[config.mk]
export PLATFORM = sky130hd
export DESIGN_NAME = format_string_char_formatter
export DESIGN_NICKNAME = d
export VERILOG_FILES = /design/src/hw/rtl/fsfmt_pkg.sv /design/src/hw/rtl/fsfmt_dp.sv /design/src/hw/rtl/fsfmt_ctrl.sv /design/src/hw/rtl/format_string_char_formatter.sv
export SDC_FILE = /design/constraint.sdc
export NUM_CORES = 1
export LEC_CHECK = 0
export ABC_CLOCK_PERIOD_IN_PS = 5700
export BUFFER_PORTS_ARGS = -buffer_cell sky130_fd_sc_hd__buf_2
export CAP_MARGIN = 40
export CORE_MARGIN = 1
export CORE_UTILIZATION = 44
export DETAILED_ROUTE_END_ITERATION = 7
export GPL_TIMING_DRIVEN = 1
export PLACE_DENSITY = 0.67
export SLEW_MARGIN = 5
export SYNTH_ARGS = -nofsm -noshare
export SYNTH_HDL_FRONTEND = slang
export SYNTH_SLANG_ARGS = --single-unit
[constraint.sdc]
create_clock -name clk -period 5.7 [get_ports clk]
set_input_delay 0.57 -clock clk [delete_from_list [all_inputs] [get_ports clk]]
set_output_delay 0.57 -clock clk [all_outputs]
set_load 0.03 [all_outputs]
[src/hw/rtl/fsfmt_pkg.sv]
// ----------------------------------------------------------------------------
// fsfmt_pkg: shared types and constants of the format string formatter
// Action codes, controller/datapath command and status bundles, and the
// character constants and hex digit lookup.
// ----------------------------------------------------------------------------
package fsfmt_pkg;

  // Item kinds carried in the input tuser
  localparam logic [1:0] CMD_FMT = 2'd0;
  localparam logic [1:0] CMD_ARG = 2'd1;
  localparam logic [1:0] CMD_STR = 2'd2;

  // Formatter mode
  typedef enum logic [1:0] {
    MODE_PLAIN   = 2'd0,
    MODE_PERCENT = 2'd1,
    MODE_ARG     = 2'd2,
    MODE_STRING  = 2'd3
  } mode_t;

  // Conversion waiting for its argument
  typedef enum logic [2:0] {
    CONV_NONE  = 3'd0,
    CONV_CHAR  = 3'd1,
    CONV_DEC   = 3'd2,
    CONV_HEX32 = 3'd3,
    CONV_HEX64 = 3'd4,
    CONV_STR   = 3'd5
  } conv_t;

  // What an accepted word sets off
  typedef enum logic [1:0] {
    ACT_NONE = 2'd0,   // no character
    ACT_ONE  = 2'd1,   // exactly one character (or an error word)
    ACT_HEX  = 2'd2,   // "0x" and hex digits
    ACT_DEC  = 2'd3    // non-zero signed decimal
  } act_t;

  // ASCII constants
  localparam logic [7:0] CH_ZERO    = 8'h30;  // '0'
  localparam logic [7:0] CH_UPPER_A = 8'h41;  // 'A'
  localparam logic [7:0] CH_X       = 8'h78;  // 'x'
  localparam logic [7:0] CH_MINUS   = 8'h2D;  // '-'
  localparam logic [7:0] CH_QUEST   = 8'h3F;  // '?'
  localparam logic [7:0] CH_PERCENT = 8'h25;  // '%'
  localparam logic [7:0] CH_NUL     = 8'h00;
  localparam logic [7:0] CH_LC_C    = 8'h63;  // 'c'
  localparam logic [7:0] CH_LC_D    = 8'h64;  // 'd'
  localparam logic [7:0] CH_LC_U    = 8'h75;  // 'u'
  localparam logic [7:0] CH_LC_P    = 8'h70;  // 'p'
  localparam logic [7:0] CH_UC_X    = 8'h58;  // 'X'
  localparam logic [7:0] CH_LC_S    = 8'h73;  // 's'

  localparam logic [3:0] DEC_RADIX  = 4'd10;
  localparam int         DEC_DIGITS = 10;
  localparam int         BIN_BITS   = 32;

  // Controller to datapath commands
  typedef struct packed {
    logic take;       // input word accepted this cycle
    logic hex_emit;   // emit next character of a hex run
    logic conv_step;  // one binary-to-BCD shift
    logic skip_step;  // drop a leading zero digit
    logic dec_emit;   // emit next decimal digit
  } fsfmt_cmd_t;

  // Datapath to controller status
  typedef struct packed {
    act_t act;        // action of the word on the input
    logic out_free;   // output register can take a character
    logic hex_last;   // current hex character ends the run
    logic conv_done;  // current shift is the final one
    logic top_zero;   // leading BCD digit is zero
    logic dig_last;   // current decimal digit is the final one
  } fsfmt_stat_t;

  // Uppercase hex digit
  function automatic logic [7:0] hex_char(input logic [3:0] nib);
    logic [7:0] r;
    if (nib < DEC_RADIX) r = CH_ZERO + {4'd0, nib};
    else                 r = CH_UPPER_A + {4'd0, nib - DEC_RADIX};
    return r;
  endfunction

endpackage

[src/hw/rtl/fsfmt_dp.sv]
// ----------------------------------------------------------------------------
// fsfmt_dp: formatter datapath
// Decodes input words against the mode, holds the hex shifter, the
// binary-to-BCD converter and the output character register.
// ----------------------------------------------------------------------------
module fsfmt_dp (
  input  logic                 clk,
  input  logic                 rst,
  input  logic [1:0]           in_cmd,
  input  logic [7:0]           in_byte,
  input  logic [63:0]          in_arg,
  input  fsfmt_pkg::fsfmt_cmd_t cmd,
  output fsfmt_pkg::fsfmt_stat_t stat,
  output logic                 out_valid,
  input  logic                 out_ready,
  output logic [7:0]           out_char,
  output logic                 out_last,
  output logic                 out_err
);
  import fsfmt_pkg::*;

  mode_t        mode, mode_next;
  conv_t        pend, pend_next;
  act_t         act;
  logic [7:0]   one_char;
  logic         one_err;

  logic [63:0]  hex_sr;
  logic [4:0]   hex_idx;
  logic         hex64;

  logic [BIN_BITS-1:0]     bin;
  logic [4*DEC_DIGITS-1:0] bcd;
  logic [4*DEC_DIGITS-1:0] bcd_adj;
  logic [4:0]              bit_cnt;
  logic [3:0]              dig_cnt;
  logic                    neg;
  logic [BIN_BITS-1:0]     mag;

  logic         load;
  logic [7:0]   load_char;
  logic         load_last;
  logic         load_err;

  // add 3 to every BCD digit of five or more
  function automatic logic [4*DEC_DIGITS-1:0] dabble_adj(
    input logic [4*DEC_DIGITS-1:0] v);
    logic [4*DEC_DIGITS-1:0] r;
    logic [3:0] d;
    r = v;
    for (int i = 0; i < DEC_DIGITS; i++) begin
      d = v[4*i +: 4];
      if (d >= 4'd5) r[4*i +: 4] = d + 4'd3;
    end
    return r;
  endfunction

  assign bcd_adj = dabble_adj(bcd);

  assign neg = in_arg[BIN_BITS-1];
  assign mag = neg ? (~in_arg[BIN_BITS-1:0] + BIN_BITS'(1)) : in_arg[BIN_BITS-1:0];

  // decode of the word on the input
  always_comb begin
    mode_next = mode;
    pend_next = pend;
    act       = ACT_NONE;
    one_char  = in_byte;
    one_err   = 1'b0;
    case (mode)
      MODE_PLAIN: begin
        if (in_cmd != CMD_FMT) begin
          act = ACT_ONE; one_char = CH_NUL; one_err = 1'b1;
        end else if (in_byte == CH_PERCENT) begin
          mode_next = MODE_PERCENT;
        end else if (in_byte != CH_NUL) begin
          act = ACT_ONE;
        end
      end
      MODE_PERCENT: begin
        if (in_cmd != CMD_FMT) begin
          act = ACT_ONE; one_char = CH_NUL; one_err = 1'b1;
        end else begin
          mode_next = MODE_ARG;
          case (in_byte)
            CH_LC_C: pend_next = CONV_CHAR;
            CH_LC_D, CH_LC_U: pend_next = CONV_DEC;
            CH_X, CH_LC_P: pend_next = CONV_HEX32;
            CH_UC_X: pend_next = CONV_HEX64;
            CH_LC_S: begin
              pend_next = CONV_STR;
              mode_next = MODE_STRING;
            end
            CH_PERCENT: begin
              act = ACT_ONE; one_char = CH_PERCENT; mode_next = MODE_PLAIN;
            end
            default: begin
              act = ACT_ONE; one_char = CH_QUEST; mode_next = MODE_PLAIN;
            end
          endcase
        end
      end
      MODE_ARG: begin
        if (in_cmd != CMD_ARG) begin
          act = ACT_ONE; one_char = CH_NUL; one_err = 1'b1;
        end else begin
          mode_next = MODE_PLAIN;
          pend_next = CONV_NONE;
          case (pend)
            CONV_CHAR: begin
              act = ACT_ONE; one_char = in_arg[7:0];
            end
            CONV_DEC: begin
              if (in_arg[BIN_BITS-1:0] == '0) begin
                act = ACT_ONE; one_char = CH_ZERO;
              end else begin
                act = ACT_DEC;
              end
            end
            CONV_HEX32, CONV_HEX64: act = ACT_HEX;
            default: act = ACT_NONE;
          endcase
        end
      end
      default: begin
        if (in_cmd != CMD_STR) begin
          act = ACT_ONE; one_char = CH_NUL; one_err = 1'b1;
        end else if (in_byte == CH_NUL) begin
          mode_next = MODE_PLAIN;
          pend_next = CONV_NONE;
        end else begin
          act = ACT_ONE;
        end
      end
    endcase
  end

  // mode and pending conversion
  always_ff @(posedge clk) begin
    if (rst) begin
      mode <= MODE_PLAIN;
      pend <= CONV_NONE;
    end else if (cmd.take) begin
      mode <= mode_next;
      pend <= pend_next;
    end
  end

  // hex run: "0", "x", then digits from the top nibble
  always_ff @(posedge clk) begin
    if (cmd.take && act == ACT_HEX) begin
      hex64   <= (pend == CONV_HEX64);
      hex_sr  <= (pend == CONV_HEX64) ? in_arg : {in_arg[31:0], 32'd0};
      hex_idx <= '0;
    end else if (cmd.hex_emit) begin
      hex_idx <= hex_idx + 5'd1;
      if (hex_idx >= 5'd2) hex_sr <= {hex_sr[59:0], 4'd0};
    end
  end

  // binary-to-BCD by shift and add-3, then leading zero skip
  always_ff @(posedge clk) begin
    if (cmd.take && act == ACT_DEC) begin
      bin     <= mag;
      bcd     <= '0;
      bit_cnt <= '0;
      dig_cnt <= 4'(DEC_DIGITS);
    end else if (cmd.conv_step) begin
      bcd     <= {bcd_adj[4*DEC_DIGITS-2:0], bin[BIN_BITS-1]};
      bin     <= {bin[BIN_BITS-2:0], 1'b0};
      bit_cnt <= bit_cnt + 5'd1;
    end else if (cmd.skip_step || cmd.dec_emit) begin
      bcd     <= {bcd[4*DEC_DIGITS-5:0], 4'd0};
      dig_cnt <= dig_cnt - 4'd1;
    end
  end

  // character source for the output register
  always_comb begin
    load      = 1'b0;
    load_char = one_char;
    load_last = 1'b1;
    load_err  = 1'b0;
    if (cmd.take && act == ACT_ONE) begin
      load = 1'b1;
      load_err = one_err;
    end else if (cmd.take && act == ACT_DEC && neg) begin
      load = 1'b1;
      load_char = CH_MINUS;
      load_last = 1'b0;
    end else if (cmd.hex_emit) begin
      load = 1'b1;
      load_last = stat.hex_last;
      if (hex_idx == 5'd0)      load_char = CH_ZERO;
      else if (hex_idx == 5'd1) load_char = CH_X;
      else                      load_char = hex_char(hex_sr[63:60]);
    end else if (cmd.dec_emit) begin
      load = 1'b1;
      load_last = stat.dig_last;
      load_char = CH_ZERO + {4'd0, bcd[4*DEC_DIGITS-1 -: 4]};
    end
  end

  // output word register
  always_ff @(posedge clk) begin
    if (rst) begin
      out_valid <= 1'b0;
    end else if (load) begin
      out_valid <= 1'b1;
    end else if (out_ready) begin
      out_valid <= 1'b0;
    end
  end

  always_ff @(posedge clk) begin
    if (load) begin
      out_char <= load_char;
      out_last <= load_last;
      out_err  <= load_err;
    end
  end

  // status back to the controller
  assign stat.act       = act;
  assign stat.out_free  = !out_valid || out_ready;
  assign stat.hex_last  = hex64 ? (hex_idx == 5'd17) : (hex_idx == 5'd9);
  assign stat.conv_done = (bit_cnt == 5'(BIN_BITS - 1));
  assign stat.top_zero  = (bcd[4*DEC_DIGITS-1 -: 4] == 4'd0);
  assign stat.dig_last  = (dig_cnt == 4'd1);

endmodule

[src/hw/rtl/fsfmt_ctrl.sv]
// ----------------------------------------------------------------------------
// fsfmt_ctrl: formatter controller
// Sequences accept, hex emission, decimal conversion, zero skip and digit
// emission, pacing character loads on the output register.
// ----------------------------------------------------------------------------
module fsfmt_ctrl (
  input  logic                   clk,
  input  logic                   rst,
  input  logic                   in_valid,
  output logic                   in_ready,
  input  fsfmt_pkg::fsfmt_stat_t stat,
  output fsfmt_pkg::fsfmt_cmd_t  cmd
);
  import fsfmt_pkg::*;

  typedef enum logic [4:0] {
    S_IDLE  = 5'b00001,
    S_HEX   = 5'b00010,
    S_CONV  = 5'b00100,
    S_SKIP  = 5'b01000,
    S_DEMIT = 5'b10000
  } state_t;

  state_t state, state_next;

  // next state and commands
  always_comb begin
    state_next = state;
    cmd        = '0;
    in_ready   = 1'b0;
    case (state)
      S_IDLE: begin
        in_ready = stat.out_free;
        if (in_valid && stat.out_free) begin
          cmd.take = 1'b1;
          if (stat.act == ACT_HEX)      state_next = S_HEX;
          else if (stat.act == ACT_DEC) state_next = S_CONV;
        end
      end
      S_HEX: begin
        if (stat.out_free) begin
          cmd.hex_emit = 1'b1;
          if (stat.hex_last) state_next = S_IDLE;
        end
      end
      S_CONV: begin
        cmd.conv_step = 1'b1;
        if (stat.conv_done) state_next = S_SKIP;
      end
      S_SKIP: begin
        if (stat.top_zero) cmd.skip_step = 1'b1;
        else               state_next = S_DEMIT;
      end
      S_DEMIT: begin
        if (stat.out_free) begin
          cmd.dec_emit = 1'b1;
          if (stat.dig_last) state_next = S_IDLE;
        end
      end
      default: state_next = S_IDLE;
    endcase
  end

  always_ff @(posedge clk) begin
    if (rst) state <= S_IDLE;
    else     state <= state_next;
  end

endmodule

[src/hw/rtl/format_string_char_formatter.sv]
// ----------------------------------------------------------------------------
// format_string_char_formatter: streaming printf-style formatter
// Takes format bytes, argument words and string bytes; emits ASCII words.
// ----------------------------------------------------------------------------
// A word that gives one character (plain or string byte, %c, %%, unknown
// directive, zero decimal, protocol error) or none leaves the controller
// idle; the next word is taken only while the output register is empty or
// being read, so it can follow in the next cycle when the output is not stalled.
// A hex argument emits "0x" and 8 or 16 digits at one word per cycle after
// the accepting cycle while the output is not stalled. A non-zero decimal
// argument runs through a shift-and-add-3 binary-to-BCD converter, then
// drops leading zero digits (up to 9) until the first non-zero one, then
// emits a digit a cycle while the output is not stalled. In both cases the
// input is held off until the last character of the run is loaded.
// A protocol error gives one word with tuser high, tdata zero and tlast high.
module format_string_char_formatter (
  input  logic        clk,
  input  logic        rst,
  input  logic        s_axis_tvalid,
  output logic        s_axis_tready,
  input  logic [71:0] s_axis_tdata,   // [7:0] text_byte, [71:8] arg_value
  input  logic [1:0]  s_axis_tuser,   // [1:0] command
  output logic        m_axis_tvalid,
  input  logic        m_axis_tready,
  output logic [7:0]  m_axis_tdata,   // [7:0] out_char
  output logic        m_axis_tlast,   // last_of_run
  output logic [0:0]  m_axis_tuser    // [0] protocol_error
);
  import fsfmt_pkg::*;

  fsfmt_cmd_t  cmd;
  fsfmt_stat_t stat;

  fsfmt_ctrl u_ctrl (
    .clk      (clk),
    .rst      (rst),
    .in_valid (s_axis_tvalid),
    .in_ready (s_axis_tready),
    .stat     (stat),
    .cmd      (cmd)
  );

  fsfmt_dp u_dp (
    .clk       (clk),
    .rst       (rst),
    .in_cmd    (s_axis_tuser),
    .in_byte   (s_axis_tdata[7:0]),
    .in_arg    (s_axis_tdata[71:8]),
    .cmd       (cmd),
    .stat      (stat),
    .out_valid (m_axis_tvalid),
    .out_ready (m_axis_tready),
    .out_char  (m_axis_tdata),
    .out_last  (m_axis_tlast),
    .out_err   (m_axis_tuser[0])
  );

endmodule
Word-level counts from Yosys, hierarchy flattened
Index checks and enable logic that the tools add are counted.
{"block": "word_totals", "reg_bits": 172, "latch_bits": 0, "ramBits": 0, "rom_bits": 0, "in_bits": 78, "word_cells": 216, "n_memories": 0}
{"block": "op_classes", "addsub": 18, "multipliers": 0, "div": 0, "order_cmp": 12, "eq_ne": 44, "shift": 0, "n_mux": 92, "n_bitwise": 3, "n_reduce_logical": 33}
{"op": "$mux W64", "n": 4}
{"op": "$mux W32", "n": 3}
{"op": "$mux W8", "n": 12}
{"op": "$mux W40", "n": 2}
{"op": "$eq A8 B7 Y1 const B", "n": 7}
{"op": "$mux W5", "n": 9}
{"op": "$ge A4 B3 Y1 const B", "n": 10}
{"op": "$add A4 B2 Y4 const B", "n": 9}
{"op": "$mux W4", "n": 9}
{"op": "$add A32 B1 Y32 const B", "n": 1}
{"op": "$logic_not A32 Y1", "n": 1}
{"op": "$not A32 Y32", "n": 1}
{"op": "$pmux W8 S2", "n": 2}
{"op": "$mux W1", "n": 25}
{"op": "$pmux W5 S5", "n": 1}
{"op": "$mux W2", "n": 12}
{"op": "$pmux W8 S3", "n": 1}
{"op": "$pmux W2 S3", "n": 3}
{"op": "$ne A2 B2 Y1 const B", "n": 8}
{"op": "$eq A5 B5 Y1 const B", "n": 3}
{"op": "$mux W3", "n": 5}
{"op": "$pmux W3 S5", "n": 1}
{"op": "$add A6 B4 Y7 const A", "n": 2}
{"op": "$reduce_and A7 Y1", "n": 2}
{"op": "other kinds (43)", "n": 69}

Depth between registers and ports, before layout
Gate-level depths: netlist (run 1).
{"block": "logic_depth", "depth_word": 11, "mapped_depth": 11, "depth_no_buf": 9}

Modules after synthesis
A second synthesis (run 1) with hierarchy kept.
{"block": "unflattened", "hier_cells": 1111, "area_unflattened_um2": 10606.4}
{"mod": "fsfmt_dp", "n_inst": 1, "cells_each": 1066, "area_each_um2": 10241.1}
{"mod": "fsfmt_ctrl", "n_inst": 1, "cells_each": 45, "area_each_um2": 365.4}

Worst setup path after synthesis (run 1)
No wires, ideal clock.
{"block": "synth_path", "path_type": "in2reg", "start": "input m_axis_tready", "end": "register u_dp.hex_sr[0] (enable)", "setup_time_ps": 574, "arrival_time_ps": 5539, "required_time_ps": 5126, "setup_slack_ps": -413, "path_stages": 3, "path_cell_list": "nand2b_1 -> nand4_1 -> o21ai_0"}
{"block": "synth_via", "elab_chain_len": 7, "elab_cells_between_ends": 10, "classes_between": "4 x mux; 6 x reduce/logical"}
{"item": "from (decl)", "line_no": "format_string_char_formatter.sv:24", "source": "input logic m_axis_tready,"}
{"item": "$logic_or A1 B1 Y1 *", "line_no": "fsfmt_dp.sv:225", "source": "assign stat.out_free = !out_valid || out_ready;"}
{"item": "$logic_and A1 B1 Y1", "line_no": "fsfmt_ctrl.sv:34", "source": "if (in_valid && stat.out_free) begin"}
{"item": "$mux W1", "line_no": "fsfmt_ctrl.sv:34"}
{"item": "$mux W1", "line_no": "fsfmt_ctrl.sv:31", "source": "case (state)"}
{"item": "$logic_and A1 B1 Y1", "line_no": "fsfmt_dp.sv:151", "source": "if (cmd.take && act == ACT_HEX) begin"}
{"item": "$reduce_bool A2 Y1 (no line)"}
{"item": "$reduce_and A2 Y1 (no line) *"}
{"item": "to (signal assigned)", "line_no": "fsfmt_dp.sv:153", "source": "hex_sr <= (pend == CONV_HEX64) ? in_arg : {in_arg[31:0], 32'd0};"}
{"item": "to (signal assigned)", "line_no": "fsfmt_dp.sv:157", "source": "if (hex_idx >= 5'd2) hex_sr <= {hex_sr[59:0], 4'd0};"}
{"item": "to (decl)", "line_no": "fsfmt_dp.sv:28", "source": "logic [63:0] hex_sr;"}
Every way passes the cells marked *; elsewhere a longest branch is shown, timed or not.
A chain may end at the register's enable or synchronous reset.

Worst setup path in the final report (run 1)
{"block": "layout_path", "start": "register u_ctrl.state[4]", "end": "register u_dp.bin[28], data pin"}
{"block": "layout_via", "elab_chain_len": 4}
{"item": "from (decl)", "line_no": "fsfmt_ctrl.sv:24", "source": "state_t state, state_next;"}
{"item": "from (signal assigned)", "line_no": "fsfmt_ctrl.sv:66", "source": "else state <= state_next;"}
{"item": "$eq A5 B1 Y1", "line_no": "fsfmt_ctrl.sv:31"}
{"item": "$mux W1", "line_no": "fsfmt_ctrl.sv:31"}
{"item": "$logic_and A1 B1 Y1", "line_no": "fsfmt_dp.sv:163", "source": "if (cmd.take && act == ACT_DEC) begin"}
{"item": "$mux W32", "line_no": "fsfmt_dp.sv:163"}
{"item": "to (signal assigned)", "line_no": "fsfmt_dp.sv:164", "source": "bin <= mag;"}
{"item": "to (signal assigned)", "line_no": "fsfmt_dp.sv:170", "source": "bin <= {bin[BIN_BITS-2:0], 1'b0};"}
{"item": "to (decl)", "line_no": "fsfmt_dp.sv:32", "source": "logic [BIN_BITS-1:0] bin;"}
Every way passes these cells.

==> results of run 1 <==
## where the power goes
part,total (mW),internal [mW],switching (mW)
registers,1.31,1.31,0.00180
clock network,1.15,0.588,0.563
logic,0.141,0.0513,0.0893
total,2.61,1.95,0.654
## routing by layer
| metal | share of wire [%] | GRT usage (%) | up-vias | wire length [um] |
|---|---|---|---|---|
| met5 | 0 | 0 | - | 0 |
| met4 | 1.3 | 6.10 | 0 | 328 |
| met3 | 4.9 | 3.82 | 24 | 1190 |
| met2 | 48 | 35.3 | 224 | 11800 |
| met1 | 46 | 29.2 | 3961 | 11300 |
| li1 | - | - | 4087 | - |
## final timing paths
path | startpoint | endpoint | slack, ns | cells past startpoint
worst min register to register | u_dp.bit_cnt[4]$_SDFFE_PN0P_ | u_dp.bit_cnt[4]$_SDFFE_PN0P_ | 0.46 | 2
worst min-delay path | rst | u_ctrl.state[3]$_SDFFE_PP0P_ | 0.45 | 2
worst max-delay path | u_ctrl.state[4]$_SDFFE_PP0P_ | u_dp.bin[28]$_DFFE_PP_ | 2.33 | 7
worst max register to register | u_ctrl.state[4]$_SDFFE_PP0P_ | u_dp.bin[28]$_DFFE_PP_ | 2.33 | 7
## cell type report
type | instances | area share (%)
Clock buffer | 18 | 3.87
Clock inverter | 14 | 1.29
Inverter | 38 | 1.29
Multi-Input combinational cell | 827 | 44.8
Sequential cell | 172 | 40.8
Tap cell | 280 | 3.16
Timing Repair Buffer | 100 | 4.84
## flip-flops by register name, summed over array words and instances, names as in the netlist
| signal | flops |
|---|---|
| u_ctrl.state | 5 |
| u_dp.hex_idx | 5 |
| u_dp.bin | 32 |
| u_dp.pend | 3 |
| u_dp.bit_cnt | 5 |
| u_dp.out_last | 1 |
| u_dp.mode | 2 |
| u_dp.dig_cnt | 4 |
| u_dp.out_err | 1 |
| u_dp.out_char | 8 |
| u_dp.hex_sr | 64 |
| u_dp.bcd | 40 |
| u_dp.out_valid | 1 |
| u_dp.hex64 | 1 |
## through the flow
stage                     cells  setup slack (ns)
final                      1449              2.33
after global routing       1449              2.11
after CTS                  1449              2.39
after detailed placement   1417              1.97
after global placement     1416              2.02
after floorplan            1102              1.32
## cell families after synthesis
group                      share of synthesized area, %
and+or+nand+nor                                    21.2
xor gates and xnor gates                           4.79
buffers and inverters                              4.32
AOI/OAI and AO/OA                                  16.6
muxes                                              3.36
adders and majority gates                          4.05
DFF                                                45.7
## placed cells by master, fill, tap and decap left out, drive strengths merged, types with 4 or more instances in the layout
master,n
buf,100
xor2,35
a31oi,4
nor2b,10
nor3,16
o21ai,44
clkbuf,18
xnor2,19
nand3,43
inv,50
nor3b,13
a211oi,11
nand2,134
o41ai,6
nor4,10
nor2,162
nand4,12
ha,32
or4,7
a21oi,117
edfxtp,107
o31ai,9
a221oi,21
nand2b,17
mux2i,32
a311oi,10
and3,7
dfxtp,65
a32oi,7
## worst max-delay path: stages (launching register included)
cell     delay, ns
dfxtp_1       0.36
nor3_1        0.47
and4_1        0.31
o211a_1       0.16
o31a_1        0.19
and2_4        0.71
buf_4         0.49
mux2_2        0.37
==> results.toml, run 1 <==
[floorplan]
die_h_um = 152
die-area_mm2 = 0.0231
die_x_um = 152
start_util_pct = 45.1
row_count = 54
io_pins = 90
coreArea_mm2 = 0.0219

[synthesis]
yosysWarnings = 0
yosysTopAreaCellShare_pct = 32.5
synthTopCellsByArea = "edfxtp_1, dfxtp_1, nor2_1"
syn_area_mm2 = 0.00988
synth_flop_cell = "edfxtp_1"
synth_nets = 1212
ys_seq_area_share_pct = 45.7
yosysTopAreaCell = "edfxtp_1"
async_reset_ff_share_pct = 0
ys_seq_elements = 172
synth_common_cells = "nor2_1, nand2_1, a21oi_1"
synth_cells = 1102
synth_edf_count = 107
synth_most_common_cell = "nor2_1"
ys_types = 68
syn_area_per_cell_um2 = 8.97

[clocking]
cts_resized = 0
clock_latency_ns = 0.45
cts-buffers-inserted = 17
cts_tree = "done"
h-tree-depth = 4
clk_pin_slew_ns = 0.07
clock_sinks = 172
hold_buffers = 0
root_buffer = "clkbuf_16"
clk_path_buf_depth = 2
cts_setup_buffers = 0

[status]
outcome = "finished, final reports clean"

[sta]
max_clock_freq_mhz = 297
whs_ns = 0.452
worst_slew_pin_slew_ns = 0.845
final.min_clock_period_ns = 3.37
post-route-period-util_pct = 59.2
report.final.hold_viol_count = 0
drv_slew = 0
setup-tns-final_ns = 0
fin_skew_ns = 0.0117
max_slew_margin_pct = 43.7
setup_viol = 0
rsz0062_at_grt = "false"

[route]
ant_nets = 0
routed_wl_um = 24600
avgViaCountPerCell = 5.73
drc = 0
vias = 8296
dr.pass1.iters = 5
drtIter0Drc = 686
wl_per_cell_um = 16.9

[worst_setup_path]
worstPathMaxFanout = 80
crit_path_start_kind = "flip-flop"
critical_path_class = "flip-flop to flip-flop"
arrival_ns = 3.57
endpoint_kind = "flip-flop"
required_ns = 5.90

[cells_and_area]
multiInputGateArea_mm2 = 0.00496
drive_gt1_share_pct = 13.1
seq_area_mm2 = 0.00451
syn_to_final_growth_pct = 12.1
layout.nets = 1266
final_util_pct = 50.6
stdcell_area_mm2 = 0.0111
nFillCells = 2129
diodes = 0

[placement]
place_hpwl_um = 16900
dpl_cell_area_mm2 = 0.0105
gp_congestion = 0.889
portBuffers = 89

[global_routing]
grt_pass1_vias = 7879
grt_max_degree = 81
grt_usage_pct = 21.6
grt_pass1_wl_um = 40200
grt_overflow_total = 0
antenna_found_initial = 0

[power_and_ir_drop]
power.total_mw = 2.61
ir_drop_uv = 224
power_density_mw_per_mm2 = 235
p_leak_nw = 4.17

[hold_path]
hold_path_class = "input port to flip-flop"

[job]
cap_violations = 0
Note: power is estimated with default switching activity, not from simulation.
==> run 2: changes to the inputs <==
ABC_CLOCK_PERIOD_IN_PS = 3100   (was 5700)
clock period = 3.1 ns   (was 5.7 ns; I/O delays follow)
==> results.toml, run 2 (synthesized netlist as in run 1, its figures left out) <==
[status]
outcome = "finished, final reports clean"

[sta]
max_slew_margin_pct = 41.8
setup-tns-final_ns = 0
rsz0062_at_grt = "false"
setup_viol = 0
final.min_clock_period_ns = 2.81
worst_slew_pin_slew_ns = 0.873
max_clock_freq_mhz = 356
drv_slew = 0
fin_skew_ns = 0.0224
report.final.hold_viol_count = 0
whs_ns = 0.200
post-route-period-util_pct = 90.7

[clocking]
cts_resized = 0
clk_pin_slew_ns = 0.09
cts-buffers-inserted = 17
cts_setup_buffers = 0
cts_tree = "done"
h-tree-depth = 4
clock_latency_ns = 0.46
root_buffer = "clkbuf_16"
clock_sinks = 172
hold_buffers = 0
clk_path_buf_depth = 2

[power_and_ir_drop]
p_leak_nw = 4.34
power.total_mw = 5.00
ir_drop_uv = 348
power_density_mw_per_mm2 = 439

[floorplan]
die_x_um = 152
io_pins = 90
start_util_pct = 45.1
die_h_um = 152
die-area_mm2 = 0.0231
coreArea_mm2 = 0.0219
row_count = 54

[route]
drc = 0
ant_nets = 0
vias = 8437
wl_per_cell_um = 16.7
avgViaCountPerCell = 5.72
drtIter0Drc = 813
routed_wl_um = 24600
dr.pass1.iters = 5

[worst_setup_path]
required_ns = 3.29
slowest_stage = "or4_1"
worstPathMaxFanout = 7
endpoint_kind = "flip-flop"
arrival_ns = 3.00
crit_path_start_kind = "flip-flop"
critical_path_class = "flip-flop to flip-flop"
rr_endpoint = "u_dp.out_char[3]$_DFFE_PP_"
rrSetupSlack_ns = 0.29
cp_cell_sequence = "or4_1 -> nor4_1 -> nand4_1 -> a21oi_1 -> a221oi_1 -> a2111oi_0 -> nand2_1"
r2r-start = "u_dp.pend[0]$_SDFFE_PP0P_"
crit_path_start = "u_dp.pend[0]$_SDFFE_PP0P_"
max_stage_delay_ns = 0.62
worst_r2r_path_depth = 7

[hold_path]
hold_end = "u_dp.mode[0]$_SDFFE_PP0P_"
hp-start = "rst"
hold_path_class = "input port to flip-flop"
holdPathStages = 2

[cells_and_area]
drive_gt1_share_pct = 15.1
largest_reg_flops = 64
largest-register = "u_dp.hex_sr"
final_common_cell = "nor2_1"
diodes = 0
top_regs = "u_dp.hex_sr (64), u_dp.bcd (40), u_dp.bin (32)"
syn_to_final_growth_pct = 15.3
layout_common_cells = "nor2_1, nand2_1, a21oi_1"
layout.nets = 1291

[global_routing]
grt_pass1_vias = 7841
antenna_found_initial = 0
grt_usage_pct = 21.4
grt_pass1_wl_um = 40100
grt_overflow_total = 0
grt_max_degree = 67

[placement]
portBuffers = 89
gp_congestion = 0.893
place_hpwl_um = 17500

[job]
cap_violations = 0
==> run 2: cell count changes in the layout (fill, tap and decap cells not counted) <==
cell,before,now
nand2b_2,0,1
nor2_2,1,0
clkinv_1,1,0
buf_4,10,32
buf_8,1,0
nand2b_1,17,16
clkbuf_1,1,0
inv_12,0,7
clkinv_8,1,6
inv_8,7,2
buf_12,0,4
nor2_1,161,162
inv_6,5,0
==> run 2: cell type report <==
type	instances	area, um^2
Clock inverter	15	234
Inverter	38	143
Tap cell	280	350
Multi-Input combinational cell	827	4960
Fill cell	2044	10500
Sequential cell	172	4510
Timing Repair Buffer	125	766
Clock buffer	17	425
==> run 2: stage by stage <==
stage | setup WS [ns] | utilization [%] | instance area (um^2) | instances
after CTS | 0.356 | 52.0 | 11400 | 1474
after global routing | 0.175 | 52.0 | 11400 | 1474
after global placement | 0.122 | 48.9 | 10700 | 1441
after floorplan | 0.00300 | - | 9890 | 1102
after detailed placement | 0.0422 | 49.0 | 10700 | 1442
final | 0.288 | 52.0 | 11400 | 1474
==> run 2: worst max-delay path, delay by kind of cell (launching register included) <==
kind	cells	cell delay, ns
compound gates	3	0.75
flops	1	0.40
simple gates	4	1.39
==> run 2: power by group <==
part           total (mW)  internal [mW]  switching (mW)
clock network        2.31           1.15            1.16
registers            2.41           2.41         0.00285
logic               0.276          0.102           0.174
==> run 2: worst max-delay path by stage <==
stage	to	slack [ns]
after floorplan	u_dp.bin[0]$_SDFFCE_PP0P_	0.003
after global placement	u_dp.bin[4]$_DFFE_PP_	0.12
after detailed placement	u_dp.bin[6]$_DFFE_PP_	0.04
after CTS	u_dp.out_char[3]$_DFFE_PP_	0.36
after global routing	u_dp.out_char[3]$_DFFE_PP_	0.18
final	u_dp.out_char[3]$_DFFE_PP_	0.29
==> run 2: layer usage <==
metal / GRT usage [%] / share of wire [%] / vias up
li1: - / - / 4135
met1: 29.0 / 45 / 4024
met2: 34.6 / 48 / 242
met3: 3.54 / 4.7 / 36
met4: 7.71 / 1.9 / 0
met5: 0 / 0 / -
